`src/rtl/core/recursive_mutex_pool_assert.svh`:
```
// Assertion macros for the recursive mutex pool, empty in synthesis.
`ifndef RECURSIVE_MUTEX_POOL_ASSERT_SVH
`define RECURSIVE_MUTEX_POOL_ASSERT_SVH
`ifndef SYNTHESIS
// Implication property, sampled on clk_i and held off during reset.
`define RMP_ASSERT(lbl, prop) \
  lbl: assert property (@(posedge clk_i) disable iff (!rst_ni) prop) \
    else $error("recursive_mutex_pool assertion failed");
// Condition that must never hold, sampled on clk_i and held off during reset.
`define RMP_ASSERT_NEVER(lbl, cond) \
  lbl: assert property (@(posedge clk_i) disable iff (!rst_ni) !(cond)) \
    else $error("recursive_mutex_pool forbidden condition");
`else
`define RMP_ASSERT(lbl, prop)
`define RMP_ASSERT_NEVER(lbl, cond)
`endif
`endif

```
`src/rtl/core/rmp_pkg.sv`:
```
// Shared types and constants of the recursive mutex pool.
package rmp_pkg;

  localparam int OP_W     = 3;
  localparam int KIND_W   = 4;
  localparam int HANDLE_W = 6;
  localparam int TID_W    = 8;
  localparam int STATUS_W = 2;

  localparam int POOL_SLOTS_DEF   = 32;
  localparam int STATIC_SLOTS_DEF = 12;
  localparam int THREAD_BITS_DEF  = 8;
  localparam int DEPTH_BITS_DEF   = 8;

  localparam logic [KIND_W-1:0] KIND_FAST         = KIND_W'(0);
  localparam logic [KIND_W-1:0] KIND_RECURSIVE    = KIND_W'(1);
  localparam logic [KIND_W-1:0] STATIC_FIRST_KIND = KIND_W'(2);

  typedef enum logic [OP_W-1:0] {
    OP_ALLOC  = 3'd0,
    OP_FREE   = 3'd1,
    OP_LOCK   = 3'd2,
    OP_UNLOCK = 3'd3,
    OP_HELD   = 3'd4
  } op_e;

  typedef enum logic [STATUS_W-1:0] {
    ST_OK        = 2'd0,
    ST_BUSY      = 2'd1,
    ST_EXHAUSTED = 2'd2,
    ST_MISUSE    = 2'd3
  } status_e;

  typedef struct packed {
    logic [OP_W-1:0]     operation;
    logic [KIND_W-1:0]   kind;
    logic [HANDLE_W-1:0] handle;
    logic [TID_W-1:0]    thread_id;
  } rmp_req_t;

  typedef struct packed {
    logic [STATUS_W-1:0] status;
    logic [HANDLE_W-1:0] handle_out;
    logic                held;
  } rmp_rsp_t;

  typedef struct packed {
    logic capture;
    logic read;
    logic exec;
  } rmp_cmd_t;

endpackage

```
`src/rtl/core/rmp_ctrl.sv`:
```
// Sequencer of the recursive mutex pool: capture, entry read, update.
module rmp_ctrl (
  input  logic             clk_i,
  input  logic             rst_ni,
  input  logic             start_i,
  output logic             busy_o,
  output logic             done_o,
  output rmp_pkg::rmp_cmd_t cmd_o
);
  import rmp_pkg::*;

  typedef enum logic [1:0] {
    S_IDLE,
    S_READ,
    S_EXEC
  } state_e;

  state_e state_q;
  logic   done_q;

  always_ff @(posedge clk_i or negedge rst_ni) begin
    if (!rst_ni) begin
      state_q <= S_IDLE;
      done_q  <= 1'b0;
    end else begin
      done_q <= (state_q == S_EXEC);
      unique case (state_q)
        S_IDLE: begin
          if (start_i) begin
            state_q <= S_READ;
          end
        end
        S_READ:  state_q <= S_EXEC;
        S_EXEC:  state_q <= S_IDLE;
        default: state_q <= S_IDLE;
      endcase
    end
  end

  assign busy_o        = (state_q != S_IDLE);
  assign done_o        = done_q;
  assign cmd_o.capture = start_i && (state_q == S_IDLE);
  assign cmd_o.read    = (state_q == S_READ);
  assign cmd_o.exec    = (state_q == S_EXEC);

endmodule

```
`src/rtl/core/rmp_datapath.sv`:
```
// Entry store, pool allocation map and per-operation update of the mutex pool.
module rmp_datapath #(
  parameter int POOL_SLOTS   = rmp_pkg::POOL_SLOTS_DEF,
  parameter int STATIC_SLOTS = rmp_pkg::STATIC_SLOTS_DEF,
  parameter int THREAD_BITS  = rmp_pkg::THREAD_BITS_DEF,
  parameter int DEPTH_BITS   = rmp_pkg::DEPTH_BITS_DEF
) (
  input  logic              clk_i,
  input  logic              rst_ni,
  input  rmp_pkg::rmp_cmd_t cmd_i,
  input  rmp_pkg::rmp_req_t req_i,
  output rmp_pkg::rmp_rsp_t rsp_o
);
  import rmp_pkg::*;

  localparam int TOTAL_SLOTS = POOL_SLOTS + STATIC_SLOTS;
  localparam int IDX_W       = $clog2(TOTAL_SLOTS);
  localparam int SLOT_W      = (POOL_SLOTS > 1) ? $clog2(POOL_SLOTS) : 1;
  localparam int CMP_W       = ((IDX_W > HANDLE_W) ? IDX_W : HANDLE_W) + 1;
  localparam int SCMP_W      = 7;
  localparam logic [DEPTH_BITS-1:0] DEPTH_MAX = '1;

  typedef struct packed {
    logic                   lock;
    logic [THREAD_BITS-1:0] owner;
    logic [DEPTH_BITS-1:0]  depth;
    logic                   rec;
  } entry_t;

  rmp_req_t               req_q;
  rmp_rsp_t               rsp_q;
  rmp_rsp_t               rsp_d;
  entry_t                 mem_q [TOTAL_SLOTS];
  logic [TOTAL_SLOTS-1:0] valid_q;
  logic [POOL_SLOTS-1:0]  slot_q;
  entry_t                 cur_q;
  logic [IDX_W-1:0]       addr_q;

  logic [THREAD_BITS-1:0] me;
  logic [KIND_W-1:0]      kind_off;
  logic                   static_ok;
  logic [IDX_W-1:0]       static_addr;
  logic                   pool_alloc;
  logic [CMP_W-1:0]       h_wide;
  logic                   in_range;
  logic [IDX_W-1:0]       rd_addr;
  logic                   free_found;
  logic [SLOT_W-1:0]      free_idx;
  entry_t                 nxt;
  logic                   wr_en;
  logic [IDX_W-1:0]       wr_addr;
  logic                   slot_set;
  logic                   slot_clr;
  logic                   owned;

  // Request decode
  assign me          = THREAD_BITS'(req_q.thread_id);
  assign kind_off    = req_q.kind - STATIC_FIRST_KIND;
  assign static_ok   = {{(SCMP_W-KIND_W){1'b0}}, kind_off} < SCMP_W'(STATIC_SLOTS);
  assign static_addr = IDX_W'(POOL_SLOTS) + (static_ok ? IDX_W'(kind_off) : '0);
  assign pool_alloc  = (req_q.kind <= KIND_RECURSIVE);
  assign h_wide      = CMP_W'(req_q.handle);
  assign in_range    = (h_wide < CMP_W'(TOTAL_SLOTS));

  always_comb begin
    if (req_q.operation == OP_ALLOC) begin
      rd_addr = pool_alloc ? '0 : static_addr;
    end else begin
      rd_addr = in_range ? IDX_W'(h_wide) : '0;
    end
  end

  // Lowest free pool slot
  always_comb begin
    free_found = 1'b0;
    free_idx   = '0;
    for (int i = POOL_SLOTS - 1; i >= 0; i--) begin
      if (!slot_q[i]) begin
        free_found = 1'b1;
        free_idx   = SLOT_W'(i);
      end
    end
  end

  assign owned = cur_q.lock && (cur_q.owner == me);

  always_comb begin
    nxt              = cur_q;
    wr_en            = 1'b0;
    wr_addr          = addr_q;
    slot_set         = 1'b0;
    slot_clr         = 1'b0;
    rsp_d.status     = ST_OK;
    rsp_d.handle_out = req_q.handle;
    rsp_d.held       = 1'b0;
    priority if (req_q.operation == OP_ALLOC) begin
      if (pool_alloc) begin
        if (free_found) begin
          nxt              = '0;
          nxt.rec          = (req_q.kind == KIND_RECURSIVE);
          wr_en            = 1'b1;
          wr_addr          = IDX_W'(free_idx);
          slot_set         = 1'b1;
          rsp_d.handle_out = HANDLE_W'(free_idx);
        end else begin
          rsp_d.status = ST_EXHAUSTED;
        end
      end else begin
        nxt.rec          = 1'b1;
        wr_en            = 1'b1;
        rsp_d.handle_out = HANDLE_W'(addr_q);
        rsp_d.held       = owned;
      end
    end else if ((req_q.operation > OP_HELD) || !in_range) begin
      rsp_d.status = ST_MISUSE;
    end else begin
      unique case (req_q.operation)
        OP_FREE: begin
          slot_clr = (addr_q < IDX_W'(POOL_SLOTS));
        end
        OP_LOCK: begin
          if (cur_q.rec && owned) begin
            if (cur_q.depth == DEPTH_MAX) begin
              rsp_d.status = ST_MISUSE;
            end else begin
              nxt.depth = cur_q.depth + DEPTH_BITS'(1);
              wr_en     = 1'b1;
            end
          end else if (!cur_q.lock) begin
            nxt.lock  = 1'b1;
            nxt.owner = me;
            nxt.depth = DEPTH_BITS'(1);
            wr_en     = 1'b1;
          end else begin
            rsp_d.status = ST_BUSY;
          end
        end
        OP_UNLOCK: begin
          if (!owned) begin
            rsp_d.status = ST_MISUSE;
          end else if (cur_q.depth > DEPTH_BITS'(1)) begin
            nxt.depth = cur_q.depth - DEPTH_BITS'(1);
            wr_en     = 1'b1;
          end else begin
            nxt.lock  = 1'b0;
            nxt.owner = '0;
            nxt.depth = '0;
            wr_en     = 1'b1;
          end
        end
        default: begin
        end
      endcase
      rsp_d.held = nxt.lock && (nxt.owner == me);
    end
  end

  // Request capture, entry read and result hold
  always_ff @(posedge clk_i) begin
    if (cmd_i.capture) begin
      req_q <= req_i;
    end
    if (cmd_i.read) begin
      addr_q <= rd_addr;
      cur_q  <= valid_q[rd_addr] ? mem_q[rd_addr] : '0;
    end
    if (cmd_i.exec) begin
      rsp_q <= rsp_d;
    end
  end

  always_ff @(posedge clk_i) begin
    if (cmd_i.exec && wr_en) begin
      mem_q[wr_addr] <= nxt;
    end
  end

  // Entry valid bits and pool allocation map
  always_ff @(posedge clk_i or negedge rst_ni) begin
    if (!rst_ni) begin
      valid_q <= '0;
      slot_q  <= '0;
    end else if (cmd_i.exec) begin
      if (wr_en) begin
        valid_q[wr_addr] <= 1'b1;
      end
      if (slot_set) begin
        slot_q[free_idx] <= 1'b1;
      end
      if (slot_clr) begin
        slot_q[addr_q[SLOT_W-1:0]] <= 1'b0;
      end
    end
  end

  assign rsp_o = rsp_q;

endmodule

```
`src/rtl/core/recursive_mutex_pool.sv`:
```
// Top level of the recursive mutex pool lock manager.
//
// Use: drive req_i and raise start; the item is taken at a rising edge with
// start high and busy low. Operations are alloc, free, try-lock, unlock and
// held query; a blocking lock is built by the requester retrying try-lock.
// Each item yields exactly one result on rsp_o, marked by done_o for a
// single cycle. The receiver cannot stall: it must take the result then.
//
// Each item passes through the entry store sequence (capture, registered
// read of the entry, update and write back), and no new item is taken
// before it is through. busy drops in the cycle that presents the result,
// so the next item may be accepted at the same edge that takes the result.
//
// Reset (rst_ni low, asynchronous) empties the pool and unlocks every entry
// at once through per-entry valid bits; no clearing pass is needed and the
// block accepts items from the first cycle after reset.
`include "recursive_mutex_pool_assert.svh"
module recursive_mutex_pool #(
  parameter int POOL_SLOTS   = rmp_pkg::POOL_SLOTS_DEF,
  parameter int STATIC_SLOTS = rmp_pkg::STATIC_SLOTS_DEF,
  parameter int THREAD_BITS  = rmp_pkg::THREAD_BITS_DEF,
  parameter int DEPTH_BITS   = rmp_pkg::DEPTH_BITS_DEF
) (
  input  logic              clk_i,
  input  logic              rst_ni,
  input  logic              start,
  output logic              busy,
  input  rmp_pkg::rmp_req_t req_i,
  output logic              done_o,
  output rmp_pkg::rmp_rsp_t rsp_o
);
  import rmp_pkg::*;

  rmp_cmd_t cmd;

  // Sequence each item through capture, read and update
  rmp_ctrl u_ctrl (
    .clk_i   (clk_i),
    .rst_ni  (rst_ni),
    .start_i (start),
    .busy_o  (busy),
    .done_o  (done_o),
    .cmd_o   (cmd)
  );

  // Hold the entry store, allocation map and result register
  rmp_datapath #(
    .POOL_SLOTS   (POOL_SLOTS),
    .STATIC_SLOTS (STATIC_SLOTS),
    .THREAD_BITS  (THREAD_BITS),
    .DEPTH_BITS   (DEPTH_BITS)
  ) u_datapath (
    .clk_i  (clk_i),
    .rst_ni (rst_ni),
    .cmd_i  (cmd),
    .req_i  (req_i),
    .rsp_o  (rsp_o)
  );

  // An accepted item keeps the block busy while it is worked on
  `RMP_ASSERT(a_accept_busy, start && !busy |=> busy && cmd.read)
  // Every accepted item is followed by its result strobe on done_o
  `RMP_ASSERT(a_accept_done, start && !busy |-> ##3 done_o)
  // A result strobe lasts one cycle only
  `RMP_ASSERT(a_done_single, done_o |=> !done_o)
  // Never capture a new item while an entry is being read or updated
  `RMP_ASSERT_NEVER(a_no_overlap, cmd.capture && (cmd.read || cmd.exec))

endmodule

```
`config.mk`:
```
export PLATFORM = sky130hd
export DESIGN_NAME = recursive_mutex_pool
export DESIGN_NICKNAME = d
export VERILOG_FILES = /design/src/rtl/core/rmp_pkg.sv /design/src/rtl/core/rmp_ctrl.sv /design/src/rtl/core/rmp_datapath.sv /design/src/rtl/core/recursive_mutex_pool.sv
export VERILOG_INCLUDE_DIRS = /design/src /design/src/rtl/core
export SDC_FILE = /design/constraint.sdc
export NUM_CORES = 1
export LEC_CHECK = 0
export BUFFER_PORTS_ARGS = -buffer_cell sky130_fd_sc_hd__buf_2
export CAP_MARGIN = 15
export CELL_PAD_IN_SITES_DETAIL_PLACEMENT = 0
export CELL_PAD_IN_SITES_GLOBAL_PLACEMENT = 2
export CORE_MARGIN = 2
export CORE_UTILIZATION = 46
export CTS_BUF_LIST = sky130_fd_sc_hd__clkbuf_8
export CTS_CLUSTER_DIAMETER = 80
export DETAILED_ROUTE_END_ITERATION = 8
export GPL_TIMING_DRIVEN = 0
export PLACE_DENSITY = 0.93
export SYNTH_ARGS = -nofsm -noshare
export SYNTH_HDL_FRONTEND = slang
export SYNTH_SLANG_ARGS = --single-unit
```
`constraint.sdc`:
```
create_clock -name clk_i -period 5.1 [get_ports clk_i]
set_clock_uncertainty 0.15 [all_clocks]
set_input_delay 0 -clock clk_i [delete_from_list [all_inputs] [get_ports clk_i]]
set_output_delay 0 -clock clk_i [all_outputs]
set_load 0.05 [all_outputs]
```
==> Yosys cells after proc, flatten, opt, wreduce, memory -nomap -nowiden <==
Memories as Yosys holds them, arrays and structs flattened. A register that Yosys moved wholly into a read port is not among the register bits.
Index checks and enable logic that the tools add are counted.
{ "classes": {"n_lt_le_gt_ge": 13, "add_sub_neg": 4, "eq_ne": 10, "muxes": 131, "n_reduce_logical": 15, "n_bitwise": 4} }
{ "ops": {"columns": ["operator", "n"], "rows": [
  ["$mux 5", 32],
  ["$mux 17", 6],
  ["$mux 32", 3],
  ["$mux 1", 57],
  ["$mux 6", 9],
  ["$or 44x44->44", 1],
  ["$pmux 17 s2", 1],
  ["$and 32x32->32", 1],
  ["$not 32->32", 1],
  ["$or 32x32->32", 1],
  ["$mux 8", 3],
  ["$mux 18", 1],
  ["$mux 9", 2],
  ["$eq 8x8->1", 2],
  ["$mux 16", 1],
  ["$mux 2", 8],
  ["$lt 6x7->1 const B", 2],
  ["$lt 5x6->1 const B", 2],
  ["$lt 6x6->1 const B", 2],
  ["$demux 1 s5", 2],
  ["$ge 5x1->1 const B", 2],
  ["$add 8x1->8 const B", 1],
  ["$eq 8x8->1 const B", 1],
  ["$gt 8x1->1 const B", 1],
  ["25 further kinds", 35]
]} }
{ "word_totals": {"ff_bits": 115, "ram_bits": 792, "n_memories": 1, "word_cells": 190, "out_inout_bits": 11, "in_bits": 24} }
{ "memory_table": {"columns": ["memory", "words", "width", "read_ports", "rd_ports_with_merged_regs", "write_ports", "line_no", "rtl"], "rows": [
  ["u_datapath.mem_q", 44, 18, 1, 1, 1, "rmp_datapath.sv:33", "entry_t mem_q [TOTAL_SLOTS];"]
]} }

==> Longest topological paths before layout <==
Gate-level depths: netlist of the first run.
{ "logic_depth": {"word_depth": 41, "ltp_mapped": 15, "depth_no_buf": 12} }

==> Hierarchy <==
A second synthesis of the first run with hierarchy kept.
{ "hier_totals": {"hier_cells": 2869, "area_unflattened_um2": 38413.1} }
{ "modules_own_cells": {"columns": ["mod", "cells_each", "seq_area_each_um2", "area_each_um2", "instances"], "rows": [
  ["rmp_datapath", 2860, 27306.2, 38298.0, 1],
  ["rmp_ctrl", 9, 75.1, 115.1, 1]
]} }

==> Least setup slack after synthesis of the first run <==
Ideal clock, no wire load.
{ "synth_path": {"path_type": "flip-flop to flip-flop", "start": "reg u_datapath.slot_q[0]", "end": "mem u_datapath.mem_q[0][2] (netlist name), data pin", "stages_incl_launch_ff": 8, "t_required_ns": 4.381, "path_slack_ns": 0.719, "period_less_slack_ns": 4.381, "n_path_buf": 2, "setup_ns": 0.569, "t_arrival_ns": 3.662, "cell_sequence": "dfrtp_1 > nand4_1 > or2_2 > clkbuf_1 > nor2_1 > a21oi_1 > clkbuf_1 > o32ai_1"} }
{ "synth_lines": {"columns": ["item", "line_no", "rtl"], "rows": [
  ["start, declared", "rmp_datapath.sv:35", "logic [POOL_SLOTS-1:0] slot_q;"],
  ["start signal, assigned", "rmp_datapath.sv:182", "slot_q <= '0;"],
  ["start signal, assigned by index", "rmp_datapath.sv:188", "slot_q[free_idx] <= 1'b1;"],
  ["start signal, assigned by index", "rmp_datapath.sv:191", "slot_q[addr_q[SLOT_W-1:0]] <= 1'b0;"],
  ["end, declared", "rmp_datapath.sv:33", null]
]} }

==> Worst setup path in the final report of the first run <==
{ "layout_path": {"start": "reg u_datapath.req_q[19] (netlist name)", "end": "reg u_datapath.cur_q[4] (netlist name)"} }
{ "layout_via": {"elab_chain_cells": 5} }
{ "layout_lines": {"columns": ["item", "line_no", "rtl"], "rows": [
  ["start, declared", "rmp_datapath.sv:30", "rmp_req_t req_q;"],
  ["start signal, assigned", "rmp_datapath.sv:161", "req_q <= req_i;"],
  ["$logic_not 3->1 (*)", "rmp_datapath.sv:66", "if (req_q.operation == OP_ALLOC) begin"],
  ["$mux 6 (*)", "rmp_datapath.sv:66", null],
  ["$bmux 1 s6", "rmp_datapath.sv:165", "cur_q <= valid_q[rd_addr] ? mem_q[rd_addr] : '0;"],
  ["$mux 1 (implied by the code)", "rmp_datapath.sv:165", null],
  ["$logic_not 1->1 (no source line)", null, null]
]} }
Mark *: on every way between the ends. The rest lies on a longest branch, timed or not. The select of a mux whose other input is x is not followed.
A chain may end at the register's enable or synchronous reset.

==> impl_metrics.csv, run 1 <==
group,metric,value,unit
status,outcome,"finished, final reports clean",
synth,yosys.area.top_type,"edfxtp_1",
routing,post-route-drc-count,0,
critical_path,r2r_cells,11,
cells_and_area,layout.cells.non_filler,4645,
routing,route.vias.total,27200,
min_path,min_path_cells,3,
synth,synth_top_area_share,66.3,%
timing,setup_tns,0,ps
synth,syn_nets,3183,
synth,ys_seq_area_share,71.5,%
placement,portBuffers,34,
floorplan,io_pins,35,
synth,synth_area_leaders,"edfxtp_1, nand2_1, nand3_1, dfrtp_1, a21oi_1",
timing,drv_slew,0,
floorplan,die_h,293,um
cells_and_area,area_growth,16.1,%
clock_network,cts_sinks,925,
timing,post-route-min-period,5080,ps
routing,drt-wirelength-per-cell,24.5,um
synth,netlist_area,38300,um^2
critical_path,critPathCaptureType,"register",
min_path,min_path_type,"input port to register",
job,max_cap_violations,0,
synth,syn_avg_cell_area,12.1,um^2
global_route,grt_pass1_wl,167000,um
global_route,grt_max_degree,62,
clock_network,cts_tree,"yes",
cells_and_area,multi_input_area,10300,um^2
critical_path,startpoint_type,"register",
global_route,grt-ovfl-total,0,
placement,place_hpwl,79400,um
clock_network,clk_latency,830,ps
critical_path,cp_max_fo,10,
synth,synth_edf_count,846,
global_route,grt_pass1_vias,26100,
power_and_ir_drop,powerDensity,387,nW/um^2
synth,synthCells,3155,
synth,ys_warn_count,0,
routing,drtAntennaViolNets,0,
cells_and_area,seqCellArea,27400,um^2
critical_path,cp_data_required_time,5430,ps
clock_network,cts_buffers,152,
placement,place_congestion,0.923,
routing,drt_wl_total,114000,um
cells_and_area,fill_cells,6861,
routing,firstDrtPassIters,6,
global_route,antenna_found_initial,1,
clock_network,clockBufferDepth,3,
floorplan,start_util,46.6,%
floorplan,coreArea,82200,um^2
routing,drt-initial-drc-count,3265,
synth,ys_ff_latch,925,
floorplan,chipWidth,293,um
cells_and_area,drive_gt1_share,13.5,%
timing,rsz0062_at_grt,"yes",
timing,period_share,99.7,%
timing,max_slew_margin,18.1,%
clock_network,clk_pin_slew_worst_paths,60,ps
clock_network,cts_max_level,4,
power_and_ir_drop,p_leak,16.2,nW
global_route,gr-usage-all-layers,26.5,%
timing,worstMarginPinSlew,1230,ps
placement,placedCellCount,4326,
floorplan,die-area,85600,um^2
floorplan,placementRows,105,
critical_path,critPathArrivalTime,5410,ps
timing,fmaxAchievable,197,MHz
routing,via_per_inst,5.85,
synth,ys_types,74,
cells_and_area,final_nets,3486,
timing,hold_viol_final,0,
synth,synthArstFlopShare,8.54,%
power_and_ir_drop,ir_worst_vdd,0.000331,V
clock_network,cts_root_buffer,"clkbuf_8",
critical_path,critPathKind,"register to register",
timing,setup_viol,0,
synth,ys.flop_type,"edfxtp_1",
==> state kept, by name, summed over array words and instances, names as in the netlist <==
signal              flops
u_datapath.me           8
u_datapath.cur_q       18
u_datapath.valid_q     44
u_ctrl.done_o           1
u_ctrl.state_q          2
u_datapath.h_wide       6
u_datapath.rsp_o        9
u_datapath.req_q        7
u_datapath.addr_q       6
u_datapath.slot_q      32
u_datapath.mem_q      792
==> placed cells by master (no fill, tap or decap), types with 11 or more instances in the layout <==
master and n:
nand2_1 896, edfxtp_1 846, nand3_1 508, clkbuf_8 156
a21oi_1 120, buf_2 101, inv_1 84, clkbuf_1 83
dfrtp_1 79, nor2_1 50, dlygate4sd3_1 46, nand4_1 37
a22oi_1 33, or2_2 33, clkinv_1 33, mux2i_1 32
a31oi_1 29, nor2_2 29, buf_8 23, buf_1 21
a32oi_1 20, buf_6 17, o21ai_0 17, and3_1 16
buf_16 14, nor3_1 13, nor3_2 13, buf_4 11
a311oi_2 11, buf_12 11
==> repair_timing <==
item                       4_1_cts  5_1_grt
hold buffers                    46        0
buffers inserted                 0        0
gates resized for setup          0        2
hold endpoints to repair       122        0
setup endpoints to repair        0       74
==> layout make-up <==
class | count | share of cell area (%)
diodes | 1 | 0.00563
plain buffers | 179 | 1.80
clock buffers | 156 | 4.83
clock inverters | 114 | 1.33
inverters | 29 | 0.245
multi-input cells | 2022 | 23.2
flip-flops and latches | 925 | 61.6
well taps | 1070 | 3.01
repair buffers | 149 | 4.02
==> synth_stat cells, types with 18 or more instances <==
cell      number
nand2_1      897
edfxtp_1     846
nand3_1      508
a21oi_1      123
nor2_1        89
clkbuf_1      84
dfrtp_1       79
buf_2         68
nand4_1       37
a22oi_1       33
or2_2         33
mux2i_1       32
a31oi_1       30
inv_1         26
nor3_1        26
a32oi_1       20
buf_1         20
o21ai_0       18
==> worst max-delay path: stages (launching register included) <==
cell and delay (ps):
edfxtp_1 490, nor3_4 530, a21oi_1 230, a22oi_4 470, buf_1 720, clkbuf_1 510, nand2_1 110, nand3_1 110
nand3_1 170, nand3_1 220, nand4_1 230, a311oi_1 800
==> stage by stage <==
step                      util (%)  setup slack [ps]  power (mW)  hold WS [ps]  cell area [um^2]
after CTS                     54.0              38.0        17.2           212             44400
final                         54.1              16.4        17.2           293             44500
after detailed placement      50.1              71.0        11.3          -237             41200
after global placement        48.4             -3000        11.2          28.6             39800
after global routing          54.1             -73.9        17.8           277             44500
after floorplan                  -               719        10.2          -446             38300
==> path summary, 6_finish.rpt <==
path	startpoint	slack, ps	to
max reg2reg	u_datapath.req_q[19]	20	u_datapath.cur_q[4]
max in group asynchronous	rst_ni	3650	u_datapath.valid_q[7]
max	u_datapath.req_q[19]	20	u_datapath.cur_q[4]
min	req_i[7]	290	u_datapath.me[7]
min in group asynchronous	rst_ni	320	u_datapath.slot_q[7]
min reg2reg	u_datapath.valid_q[18]	320	u_datapath.valid_q[18]
==> layer usage <==
metal / up-vias / wire length [um] / global-route usage (%)
met4: 0 / 4110 / 10.6
met1: 13500 / 46600 / 36.9
met2: 1357 / 52600 / 41.2
met3: 198 / 10400 / 5.07
li1: 12100 / - / -
met5: - / 0 / 0
==> kinds of logic after synthesis <==
group	Yosys count	share of synthesized area [%]
mux	33	0.866
simple gates	1662	19.2
compound gates	313	5.71
xor+xnor	10	0.229
flops	925	71.5
fa+ha+maj	4	0.131
buf+inv	208	2.38
==> report_power, final <==
| part | internal (mW) | total [mW] | switching [mW] |
|---|---|---|---|
| registers | 8.60 | 8.68 | 0.0783 |
| logic | 0.679 | 2.57 | 1.89 |
| clock network | 3.00 | 5.97 | 2.96 |
| total | 12.3 | 17.2 | 4.93 |
(Power assumes the default switching activity.)
==> run 2: changes to the inputs <==
--- a/config.mk
+++ b/config.mk
@@ -6,6 +6,7 @@
 export SDC_FILE = /design/constraint.sdc
 export NUM_CORES = 1
 export LEC_CHECK = 0
+export ABC_AREA = 1
 export BUFFER_PORTS_ARGS = -buffer_cell sky130_fd_sc_hd__buf_2
 export CAP_MARGIN = 15
 export CELL_PAD_IN_SITES_DETAIL_PLACEMENT = 0
==> impl_metrics.csv, run 2 <==
group,metric,value,unit
timing,period_share,92.1,%
clock_network,cts_buffers,152,
global_route,grt_pass1_vias,26300,
synth,yosys-top-cells-count,"edfxtp_1, nor2_1, o21ai_0",
power_and_ir_drop,ir_worst_vdd,0.000243,V
global_route,grt-ovfl-total,0,
power_and_ir_drop,p_leak,15.6,nW
routing,drtAntennaViolNets,0,
cells_and_area,drive_gt1_share,11.0,%
placement,placedCellCount,4377,
cells_and_area,final_common_cell,"edfxtp_1",
routing,drt-wirelength-per-cell,25.1,um
timing,drv_slew,0,
power_and_ir_drop,share_comb_of_total_power,16.4,%
timing,worstMarginPinSlew,1230,ps
floorplan,die_h,295,um
synth,ys_ff_latch,925,
cells_and_area,utilization,53.2,%
job,max_cap_violations,0,
min_path,min_path_type,"input port to asynchronous set/reset pin",
synth,synthCells,3181,
timing,holdWs,98.5,ps
critical_path,critPathKind,"register to register",
critical_path,crit_slowest_cell,"clkbuf_1",
critical_path,cp_data_required_time,5610,ps
synth,synth_top_area_share,65.2,%
clock_network,cts_tree,"yes",
cells_and_area,stdcell_area,44600,um^2
synth,netlist_area,39000,um^2
floorplan,chipWidth,295,um
synth,synthArstFlopShare,8.54,%
global_route,gr-usage-all-layers,27.0,%
power_and_ir_drop,p_sw,5.23,mW
floorplan,die-area,87100,um^2
critical_path,crit_buf_inv,7,
placement,dpl-instance-area,41300,um^2
status,outcome,"finished, final reports clean",
cells_and_area,layout_common_cells,"edfxtp_1, nor2_1, inv_1",
timing,setup_viol,0,
synth,ys_types,56,
global_route,use_met2,41.7,%
synth,synth_most_common_cell,"edfxtp_1",
timing,rsz0062_at_grt,"no",
timing,fmaxAchievable,213,MHz
power_and_ir_drop,powerDensity,396,nW/um^2
clock_network,cts_root_buffer,"clkbuf_8",
clock_network,cts_max_level,4,
routing,drt-initial-drc-count,3363,
synth,synth_edf_count,846,
power_and_ir_drop,switching_share,29.6,%
synth,synth_area_leaders,"edfxtp_1, nor2_1, dfrtp_1, o21ai_0, o32ai_1",
power_and_ir_drop,p_clk_share,34.1,%
global_route,grtUsageMet1,38.2,%
power_and_ir_drop,internal_power,12.4,mW
routing,via_per_inst,5.84,
timing,hold_viol_final,0,
critical_path,critPathMostFrequentCell,"inv_1",
synth,yosys.area.top_type,"edfxtp_1",
critical_path,startpoint_type,"register",
synth,ys_warn_count,0,
cells_and_area,regMostFlops,"u_datapath.mem_q",
clock_network,cts_sinks,925,
timing,setup_tns,0,ps
timing,max_slew_margin,18.3,%
synth,syn_avg_cell_area,12.3,um^2
cells_and_area,final_nets,3473,
routing,post-route-drc-count,0,
routing,route.vias.total,27400,
synth,ys_seq_area_share,70.2,%
placement,place_hpwl,78900,um
clock_network,clk_latency,810,ps
cells_and_area,reg_top3,"u_datapath.mem_q x792, u_datapath.valid_q x44, u_datapath.slot_q x32",
cells_and_area,largest_register_ffs,792,
global_route,busiest_layer,"met2",
global_route,grt_use_met3,4.65,%
clock_network,clockBufferDepth,3,
floorplan,coreArea,83800,um^2
routing,firstDrtPassIters,5,
critical_path,cpPeakStageDelay,650,ps
critical_path,critPathCaptureType,"register",
synth,ys.flop_type,"edfxtp_1",
power_and_ir_drop,pwr-share-seq,49.5,%
routing,drt_wl_total,118000,um
placement,portBuffers,34,
timing,post-route-min-period,4700,ps
synth,syn_nets,3209,
cells_and_area,area_growth,14.3,%
floorplan,placementRows,106,
cells_and_area,layout.cells.non_filler,4697,
placement,place_congestion,1.02,
floorplan,start_util,46.5,%
clock_network,clk_pin_slew_worst_paths,60,ps
critical_path,cp_max_fo,10,
global_route,grt_max_degree,51,
global_route,grt_pass1_wl,171000,um
clock_network,cts_setup_buffers,0,
critical_path,crit_family,"buffers and inverters",
global_route,antenna_found_initial,2,
critical_path,crit_path_cell_trace,"inv_2 -> ha_1 -> or2_1 -> nand2_1 -> inv_1 -> nor2_1 -> a32oi_2 -> inv_1 -> buf_2 -> clkbuf_1 -> clkbuf_1 -> nor2_1 -> o211ai_1 -> o311ai_1 -> inv_1",
clock_network,ctsResizeCount,0,
critical_path,critPathArrivalTime,5210,ps
floorplan,io_pins,35,
-- run 2: final timing paths --
path / start / to / slack [ps] / cells after the start
min in group clk_i: u_datapath.valid_q[43] / u_datapath.valid_q[43] / 300 / 2
max: u_datapath.req_q[15] / u_datapath.cur_q[9] / 400 / 15
max in group asynchronous: rst_ni / u_datapath.valid_q[23] / 4120 / 5
min reg2reg: u_datapath.valid_q[43] / u_datapath.valid_q[43] / 300 / 2
min: rst_ni / u_datapath.slot_q[5] / 100 / 4
max reg2reg: u_datapath.req_q[15] / u_datapath.cur_q[9] / 400 / 15
-- run 2: power by group through the flow --
stage,registers [mW],clock network (mW),logic (mW)
5_1_grt,8.75,6.38,3.06
4_1_cts,8.74,6.07,2.83
3_5_place_dp,8.90,0,2.80
3_3_place_gp,8.96,0,2.55
6_report,8.75,6.01,2.89
2_1_floorplan,8.92,0,1.43
-- run 2: kinds of logic after synthesis --
group,after synthesis,synth area share (%)
buffers and inverters,443,4.61
and+or+nand+nor,969,10.6
AOI/OAI and AO/OA,825,14.1
adders and majority gates,4,0.128
xor gates and xnor gates,15,0.337
DFF,925,70.2
-- run 2: repair_timing --
| action | in CTS | in global routing |
|---|---|---|
| endpoints found under the hold margin | 122 | 0 |
| endpoints found under the setup margin | 0 | 0 |
| hold buffers | 47 | 0 |
-- run 2: per-layer routing --
layer | wire, um | part of all wire [%]
met2 | 53800 | 46
met3 | 10300 | 8.8
met5 | 0 | 0
met4 | 4440 | 3.8
met1 | 49300 | 42
-- run 2: cell type report --
type                            instances  area (um^2)
Fill cell                            7302        39300
Clock buffer                          160         2200
Sequential cell                       925        27400
Multi-Input combinational cell       1813         9940
Timing Repair Buffer                  110         1240
Antenna cell                            3         7.51
Tap cell                             1134         1420
Clock inverter                        109          576
Inverter                              244          916
Buffer                                199          883
-- run 2: worst reg2reg max path, cell delays in order, from the launching register on --
cell      delay (ps)
edfxtp_1         420
inv_2             60
ha_1             200
or2_1            200
nand2_1           60
inv_1             60
nor2_1           120
a32oi_2          210
inv_1            330
buf_2            430
clkbuf_1         500
clkbuf_1         650
nor2_1           240
o211ai_1         570
o311ai_1         220
inv_1            130
-- run 2: stage by stage --
stage          setup slack (ps)  power (mW)
2_1_floorplan               487        10.3
3_3_place_gp              -3690        11.5
3_5_place_dp                558        11.7
4_1_cts                     530        17.6
5_1_grt                     216        18.2
6_report                    401        17.7
